<file path="config.mk">
export PLATFORM = sky130hd
export DESIGN_NAME = hysteresis_crossing_period_meter_top_flat
export DESIGN_NICKNAME = d
export VERILOG_FILES = /design/src/sv/hcpm_pkg.sv /design/src/sv/hcpm_if.sv /design/src/sv/hcpm_ctrl.sv /design/src/sv/hcpm_dp.sv /design/src/sv/hysteresis_crossing_period_meter_top.sv /design/src/flat_wrapper.sv
export SDC_FILE = /design/constraint.sdc
export NUM_CORES = 1
export LEC_CHECK = 0
export BUFFER_PORTS_ARGS = -buffer_cell sky130_fd_sc_hd__clkbuf_2
export CAP_MARGIN = 20
export CORE_UTILIZATION = 45
export CTS_BUF_LIST = sky130_fd_sc_hd__clkbuf_4 sky130_fd_sc_hd__clkbuf_8
export CTS_CLUSTER_DIAMETER = 150
export DETAILED_ROUTE_END_ITERATION = 7
export GPL_TIMING_DRIVEN = 0
export PLACE_DENSITY = 0.65
export SYNTH_ARGS = -nofsm -noshare
export SYNTH_HDL_FRONTEND = slang
export SYNTH_SLANG_ARGS = --single-unit
</file>
<file path="constraint.sdc">
create_clock -name clk_i -period 2.6 [get_ports clk_i]
set_input_delay 0.26 -clock clk_i [delete_from_list [all_inputs] [get_ports clk_i]]
set_output_delay 0.26 -clock clk_i [all_outputs]
set_load 0.02 [all_outputs]
</file>
<file path="src/sv/hcpm_pkg.sv">
// Package for the hysteresis crossing period meter.
// Holds field widths, register indexes, reset values and the
// controller/datapath command and status types. No dependencies.
package hcpm_pkg;

  localparam int SampleW = 8;
  localparam int PeriodW = 8;
  localparam int CfgIdxW = 2;
  localparam int CfgDataW = 8;

  localparam logic [PeriodW-1:0] CountMax = 8'hFF;

  localparam logic [CfgIdxW-1:0] RegHighThreshold = 2'd0;
  localparam logic [CfgIdxW-1:0] RegLowThreshold = 2'd1;
  localparam logic [CfgIdxW-1:0] RegOutputMode = 2'd2;

  localparam logic [SampleW-1:0] HighThresholdRst = 8'd252;
  localparam logic [SampleW-1:0] LowThresholdRst = 8'd3;

  // One quotient bit per divider step.
  localparam int DivSteps = PeriodW;
  localparam int DivCntW = $clog2(DivSteps);

  typedef struct packed {
    logic step;      // an input transfer happens at this edge
    logic div_step;  // run one divider iteration
    logic div_last;  // this iteration is the final one
  } hcpm_cmd_t;

  typedef struct packed {
    logic need_div;  // the offered sample causes a crossing in mode 1
    logic out_free;  // the output register can take a result at this edge
  } hcpm_status_t;

endpackage

</file>
<file path="src/sv/hcpm_if.sv">
// Valid/ready stream interfaces for the sample input and period output.
// Depends on hcpm_pkg for the payload widths.
interface hcpm_sample_if;
  logic                         valid;
  logic                         ready;
  logic [hcpm_pkg::SampleW-1:0] sample;

  modport source(output valid, output sample, input ready);
  modport sink(input valid, input sample, output ready);
endinterface

interface hcpm_period_if;
  logic                         valid;
  logic                         ready;
  logic [hcpm_pkg::PeriodW-1:0] period_value;

  modport source(output valid, output period_value, input ready);
  modport sink(input valid, input period_value, output ready);
endinterface

</file>
<file path="src/sv/hcpm_ctrl.sv">
// Controller of the period meter: accepts samples and sequences the
// iterative divider. Depends on hcpm_pkg for the command and status types.
module hcpm_ctrl (
  input  logic                 clk_i,
  input  logic                 rst_ni,
  input  logic                 in_valid_i,
  output logic                 in_ready_o,
  input  hcpm_pkg::hcpm_status_t status_i,
  output hcpm_pkg::hcpm_cmd_t    cmd_o
);

  localparam logic [0:0] ST_IDLE = 1'b0;
  localparam logic [0:0] ST_DIV  = 1'b1;

  logic [0:0]                   state_q, state_d;
  logic [hcpm_pkg::DivCntW-1:0] cnt_q, cnt_d;
  logic                         accept;
  logic                         last;

  assign in_ready_o = (state_q == ST_IDLE) && status_i.out_free;
  assign accept     = in_valid_i && in_ready_o;
  assign last       = (cnt_q == hcpm_pkg::DivCntW'(hcpm_pkg::DivSteps - 1));

  always_comb begin
    state_d = state_q;
    cnt_d   = cnt_q;
    cmd_o   = '0;
    unique case (state_q)
      ST_IDLE: begin
        cmd_o.step = accept;
        if (accept && status_i.need_div) begin
          state_d = ST_DIV;
          cnt_d   = '0;
        end
      end
      ST_DIV: begin
        cmd_o.div_step = 1'b1;
        cmd_o.div_last = last;
        cnt_d          = cnt_q + 1'b1;
        if (last) begin
          state_d = ST_IDLE;
        end
      end
      default: begin
        state_d = ST_IDLE;
      end
    endcase
  end

  always_ff @(posedge clk_i or negedge rst_ni) begin
    if (!rst_ni) begin
      state_q <= ST_IDLE;
      cnt_q   <= '0;
    end else begin
      state_q <= state_d;
      cnt_q   <= cnt_d;
    end
  end

endmodule

</file>
<file path="src/sv/hcpm_dp.sv">
// Datapath of the period meter: configuration registers, hysteresis level,
// sample counter, restoring divider and output register. Depends on hcpm_pkg.
module hcpm_dp (
  input  logic                          clk_i,
  input  logic                          rst_ni,
  input  logic                          cfg_we_i,
  input  logic [hcpm_pkg::CfgIdxW-1:0]  cfg_idx_i,
  input  logic [hcpm_pkg::CfgDataW-1:0] cfg_data_i,
  input  logic [hcpm_pkg::SampleW-1:0]  sample_i,
  input  hcpm_pkg::hcpm_cmd_t           cmd_i,
  output hcpm_pkg::hcpm_status_t        status_o,
  output logic                          out_valid_o,
  input  logic                          out_ready_i,
  output logic [hcpm_pkg::PeriodW-1:0]  period_value_o
);

  localparam int W = hcpm_pkg::PeriodW;

  logic [hcpm_pkg::SampleW-1:0] high_q, low_q;
  logic                         mode_q;
  logic                         level_low_q, level_low_d;
  logic [W-1:0]                 count_q, count_d;
  logic [W-1:0]                 rem_q, rem_d;
  logic [W-1:0]                 quo_q, quo_d;
  logic [W-1:0]                 divisor_q, divisor_d;
  logic                         out_valid_q, out_valid_d;
  logic [W-1:0]                 out_data_q, out_data_d;

  logic         lvl_mid, lvl_new, change;
  logic [W-1:0] n_eff;
  logic [W:0]   n_plus1;
  logic [W-1:0] dividend;
  logic [W:0]   trial, trial_sub;
  logic [W-1:0] rem_next, quo_next;

  // The low check runs first; a sample meeting both thresholds can
  // take a high level low and straight back high.
  always_comb begin
    lvl_mid = level_low_q;
    if (!level_low_q && (sample_i <= low_q)) begin
      lvl_mid = 1'b1;
    end
    lvl_new = lvl_mid;
    if (lvl_mid && (sample_i >= high_q)) begin
      lvl_new = 1'b0;
    end
    change = (lvl_new != level_low_q);
  end

  assign status_o.need_div = change && mode_q;
  assign status_o.out_free = !out_valid_q || out_ready_i;

  assign n_eff    = (count_q == '0) ? W'(1) : count_q;
  assign n_plus1  = {1'b0, n_eff} + (W+1)'(1);
  assign dividend = hcpm_pkg::CountMax - n_plus1[W:1];

  // One restoring step: shift in the next dividend bit, subtract if it fits.
  always_comb begin
    trial     = {rem_q, quo_q[W-1]};
    trial_sub = trial - {1'b0, divisor_q};
    if (!trial_sub[W]) begin
      rem_next = trial_sub[W-1:0];
      quo_next = {quo_q[W-2:0], 1'b1};
    end else begin
      rem_next = trial[W-1:0];
      quo_next = {quo_q[W-2:0], 1'b0};
    end
  end

  always_comb begin
    level_low_d = level_low_q;
    count_d     = count_q;
    rem_d       = rem_q;
    quo_d       = quo_q;
    divisor_d   = divisor_q;
    out_data_d  = out_data_q;
    out_valid_d = out_valid_q && !out_ready_i;
    if (cmd_i.step) begin
      level_low_d = lvl_new;
      if (change) begin
        count_d = W'(1);
        if (mode_q) begin
          rem_d     = '0;
          quo_d     = dividend;
          divisor_d = n_eff;
        end else begin
          out_data_d  = count_q;
          out_valid_d = 1'b1;
        end
      end else if (count_q != hcpm_pkg::CountMax) begin
        count_d = count_q + 1'b1;
      end
    end
    if (cmd_i.div_step) begin
      rem_d = rem_next;
      quo_d = quo_next;
      if (cmd_i.div_last) begin
        out_data_d  = quo_next + 1'b1;
        out_valid_d = 1'b1;
      end
    end
  end

  always_ff @(posedge clk_i or negedge rst_ni) begin
    if (!rst_ni) begin
      high_q      <= hcpm_pkg::HighThresholdRst;
      low_q       <= hcpm_pkg::LowThresholdRst;
      mode_q      <= 1'b0;
      level_low_q <= 1'b0;
      count_q     <= '0;
      out_valid_q <= 1'b0;
    end else begin
      if (cfg_we_i) begin
        unique case (cfg_idx_i)
          hcpm_pkg::RegHighThreshold: high_q <= cfg_data_i[hcpm_pkg::SampleW-1:0];
          hcpm_pkg::RegLowThreshold:  low_q  <= cfg_data_i[hcpm_pkg::SampleW-1:0];
          hcpm_pkg::RegOutputMode:    mode_q <= cfg_data_i[0];
          default: ;
        endcase
      end
      level_low_q <= level_low_d;
      count_q     <= count_d;
      out_valid_q <= out_valid_d;
    end
  end

  always_ff @(posedge clk_i) begin
    rem_q      <= rem_d;
    quo_q      <= quo_d;
    divisor_q  <= divisor_d;
    out_data_q <= out_data_d;
  end

  assign out_valid_o    = out_valid_q;
  assign period_value_o = out_data_q;

endmodule

</file>
<file path="src/sv/hysteresis_crossing_period_meter_top.sv">
// Top level of the hysteresis crossing period meter.
// Instantiates hcpm_ctrl and hcpm_dp; depends on hcpm_pkg and hcpm_if.
//
// Each accepted 8-bit sample updates a Schmitt-trigger level (starts high)
// and a saturating sample counter; a level change emits one result, the
// count since the last change (mode 0) or the frequency factor
// ((255-(n+1)/2)/n)+1 (mode 1). A sample that causes no result, or a
// crossing in mode 0, needs only its transfer. A crossing in mode 1 is followed
// by the run of the one-bit-per-cycle restoring divider, during which no
// sample is accepted. A finished result sits in an output register; while it
// waits there no sample is accepted, unless the result is taken in the same
// cycle. Configuration writes must only be issued while no result is pending
// or in progress.
module hysteresis_crossing_period_meter_top (
  input  logic                          clk_i,
  input  logic                          rst_ni,
  input  logic                          cfg_we_i,
  input  logic [hcpm_pkg::CfgIdxW-1:0]  cfg_idx_i,
  input  logic [hcpm_pkg::CfgDataW-1:0] cfg_data_i,
  hcpm_sample_if.sink                   in_if,
  hcpm_period_if.source                 out_if
);

  hcpm_pkg::hcpm_cmd_t    cmd;
  hcpm_pkg::hcpm_status_t status;

  hcpm_ctrl u_ctrl (
    .clk_i      (clk_i),
    .rst_ni     (rst_ni),
    .in_valid_i (in_if.valid),
    .in_ready_o (in_if.ready),
    .status_i   (status),
    .cmd_o      (cmd)
  );

  hcpm_dp u_dp (
    .clk_i          (clk_i),
    .rst_ni         (rst_ni),
    .cfg_we_i       (cfg_we_i),
    .cfg_idx_i      (cfg_idx_i),
    .cfg_data_i     (cfg_data_i),
    .sample_i       (in_if.sample),
    .cmd_i          (cmd),
    .status_o       (status),
    .out_valid_o    (out_if.valid),
    .out_ready_i    (out_if.ready),
    .period_value_o (out_if.period_value)
  );

endmodule

</file>
<file path="src/flat_wrapper.sv">
// flat-port wrapper written by rule: the top's interface ports become plain ports
module hysteresis_crossing_period_meter_top_flat 
  (clk_i, rst_ni, cfg_we_i, cfg_idx_i, cfg_data_i, in_if_valid, in_if_sample, in_if_ready, out_if_valid, out_if_period_value, out_if_ready);
  hcpm_sample_if in_if_i ();
  hcpm_period_if out_if_i ();
  input  logic clk_i;
  input  logic rst_ni;
  input  logic cfg_we_i;
  input  logic [hcpm_pkg::CfgIdxW-1:0] cfg_idx_i;
  input  logic [hcpm_pkg::CfgDataW-1:0] cfg_data_i;
  input wire logic [$bits(in_if_i.valid)-1:0] in_if_valid;
  input wire logic [$bits(in_if_i.sample)-1:0] in_if_sample;
  output wire logic [$bits(in_if_i.ready)-1:0] in_if_ready;
  output wire logic [$bits(out_if_i.valid)-1:0] out_if_valid;
  output wire logic [$bits(out_if_i.period_value)-1:0] out_if_period_value;
  input wire logic [$bits(out_if_i.ready)-1:0] out_if_ready;
  assign in_if_i.valid = in_if_valid;
  assign in_if_i.sample = in_if_sample;
  assign in_if_ready = in_if_i.ready;
  assign out_if_valid = out_if_i.valid;
  assign out_if_period_value = out_if_i.period_value;
  assign out_if_i.ready = out_if_ready;
  hysteresis_crossing_period_meter_top u_core (.clk_i(clk_i), .rst_ni(rst_ni), .cfg_we_i(cfg_we_i), .cfg_idx_i(cfg_idx_i), .cfg_data_i(cfg_data_i), .in_if(in_if_i), .out_if(out_if_i));
endmodule
</file>
==> impl_metrics.ini <==
[clock_tree]
clkLatencyLatePin_ps = 340
cts-root-buf = clkbuf_8
ctsLongestPathBuffers = 2
path_clk_slew_ps = 70
clkSinkCount = 63
cts_buffers = 9
cts_tree = built
cts_hold_buf = 0
h-tree-depth = 3

[pwr]
leakage_nw = 1.95
powerDensity_nw_per_um2 = 1140
pwr-share-comb = 0.499
power_frac_seq = 0.343
ir_worst_vdd_mv = 0.406
p_int_mw = 3.08
switching_share = 0.393
power.switching_mw = 1.99
p_clk_frac = 0.158

[yosys]
ys_ff_latch = 63
yosys-top-cells-area = edfxtp_1 19%, dfrtp_1 15%, ha_1 9.8%, dfstp_2 5.5%, dfxtp_1 4.2%
synth_top_area_share = 0.189
synth.distinct_cells = 54
syn_area_per_cell_sq_um = 9.94
synth_nets = 438
netlist_area_sq_um = 3820
synthCells = 384
synth_top_area_cell = edfxtp_1
yosysMostFrequentCell = nand2_1
synth_ff_type = edfxtp_1
async_flop_share = 0.492
seq_area_frac_synth = 0.437
synthTopCellsByCount = 35 x nand2_1, 34 x inv_1, 30 x ha_1
synth-edff-count = 24
ys_warn_count = 0

[critical_path]
cp_max_fo = 3
rrSetupSlack_ps = 9
critPathRequiredTime_ps = 2830
critPathKind = register to register
crit_path_end_kind = register
cp-startpoint = u_core.u_dp.divisor_q[0]$_DFFE_PP_
reg2reg_from = u_core.u_dp.divisor_q[0]$_DFFE_PP_
cp.arrival_ps = 2820
crit_path_start_kind = register

[drt]
dr_wl_met3_um = 228
top_layer = met4
ant_nets = 0
routed-wl-met2_um = 3870
drtPass1Iterations = 4
drt_iter0_drc = 122
wl_per_cell_um = 14.3
wirelength_um = 7830
wl_met1_um = 3660
drc = 0
num_vias = 2864
via_per_inst = 5.25

[placed_design]
placedCellCount = 521
io_buffers = 32
dp_hpwl_um = 5680
place.gp.congestion = 0.809
dpl_worst_slack_ps = -439

[sta]
setup-violations-final = 0
finalSetupTns_ps = 0
max_slew_margin = 0.413
rsz0062_at_grt = yes
holdWs_ps = -18.3
final-hold-violation-count = 23
tightestPinTransition_ps = 878
max_clock_freq_ghz = 0.386
slew_violations = 0
setup_slack_ps = 9.25
final.setup_skew_ps = 11.2
fin_crit_ps = 2590
period_share = 0.996

[floorplan]
fp.dieH_um = 94.1
chipWidth_um = 94.1
die_area_sq_um = 8850
io_pins = 33
core_area_sq_um = 8220
initial_utilization = 0.464
row_count = 33

[finish]
antenna-diode-count = 0
fin_util = 0.541
drive_above_1_share = 0.229
nFillCells = 744
nets = 490
syn2layout_area_growth_pct = 16.5
stdcell_count = 546

[global_routing]
grt_pass1_wl_um = 13000
antenna_found_initial = 0
grt.overflow.total = 0
grt_max_degree = 32
grt.total_usage = 0.193
grt_pass1_vias = 2843

[hold_path]
hp-class = input port to asynchronous set/reset pin

[job]
maxCapViolCount = 0

[outcome]
status = finished, violations left
violations = negative hold slack
==> timing repair <==
action,in CTS,in global routing
gates resized for setup,8,5
hold endpoints to repair,0,0
pin swaps,6,7
setup endpoints to repair,20,28
setup buffers,6,4
==> final timing paths <==
check / endpoint / depth (start not counted)
max in group asynchronous: u_core.u_ctrl.cnt_q[1]$_DFFE_PN0P_ / 1
max: u_core.u_dp.period_value_o[6]$_DFF_P_ / 11
max reg2reg: u_core.u_dp.period_value_o[6]$_DFF_P_ / 11
min in group clk_i: u_core.u_dp.high_q[2]$_DFFE_PN1P_ / 3
min reg2reg: u_core.u_dp.period_value_o[0]$_DFF_P_ / 1
min: u_core.u_dp.high_q[1]$_DFFE_PN0P_ / 1
==> power by group through the flow <==
stage	Sequential (mW)	Combinational (mW)	Clock, mW
2_1_floorplan	1.75	1.70	0
3_3_place_gp	1.72	2.26	0
3_5_place_dp	1.74	2.30	0
4_1_cts	1.73	2.49	0.818
5_1_grt	1.78	2.83	0.864
6_report	1.74	2.53	0.801
==> state kept, by name, summed over array words and instances, names as in the netlist, 3 cells and up <==
name,count
u_core.u_dp.low_q,8
u_core.u_dp.period_value_o,8
u_core.u_dp.divisor_q,8
u_core.u_dp.quo_q,8
u_core.u_dp.high_q,8
u_core.u_dp.count_q,8
u_core.u_dp.rem_q,8
u_core.u_ctrl.cnt_q,3
==> layout make-up <==
cell class | instances | area [sq um] | share of cell area
multi-input combinational | 265 | 2010 | 0.451
sequential | 63 | 1670 | 0.375
timing repair buffer | 42 | 235 | 0.0529
clock buffer | 15 | 181 | 0.0408
inverter | 35 | 131 | 0.0296
tap | 105 | 131 | 0.0296
buffer | 20 | 87.6 | 0.0197
clock inverter | 1 | 5.00 | 0.00113
==> through the flow <==
step / power, mW / area [sq um]
after CTS: 5.04 / 4400
after detailed placement: 4.05 / 4120
after global routing: 5.48 / 4440
after floorplan: 3.45 / 3830
after global placement: 3.99 / 4120
final: 5.07 / 4440
==> per-layer routing <==
| metal | vias up | track usage |
|---|---|---|
| li1 | 1459 | - |
| met1 | 1363 | 0.245 |
| met2 | 33 | 0.324 |
| met3 | 9 | 0.0542 |
| met4 | 0 | 0.0500 |
| met5 | - | 0 |
==> critical path: stages, from the launching register on <==
cell,delay (ps)
edfxtp_1,420
ha_4,190
fa_2,340
nor2b_2,130
o31a_1,250
o22ai_4,130
xnor2_4,250
ha_4,180
nand3_2,60
xor2_1,140
nor2_1,70
a311o_1,330
==> cells in the final DEF, fill, tap and decap left out, types with 3 or more instances in the layout <==
cell      instances
mux2_2           10
a211o_1           3
ha_1             28
nor2b_1           3
nand2b_1          4
inv_1            34
a21oi_1          20
edfxtp_1         24
buf_4            10
clkbuf_1         15
a21boi_0          6
nor3b_1           3
nand2_1          35
dfstp_2           8
nor2_1           21
a311o_1           4
clkbuf_4          4
and2_1            5
o21a_1            3
dfrtp_1          23
buf_2             3
nand3_2           3
o211ai_1          3
nand3_1           8
xnor2_1          15
nor3_1            6
mux2i_1           9
dfxtp_1           8
o21ai_0          22
clkbuf_2         33
and4_1            4
nand3b_1          6
clkbuf_8         11
xor2_1            7
==> cell families after synthesis <==
group | count (synthesis) | share of synthesized area
muxes | 19 | 0.0531
AOI/OAI and AO/OA | 79 | 0.138
DFF | 63 | 0.437
xor gates and xnor gates | 24 | 0.0551
and+or+nand+nor | 112 | 0.154
buffers and inverters | 56 | 0.0600
adders and majority gates | 31 | 0.104
Power figures use the tool's default switching activity.
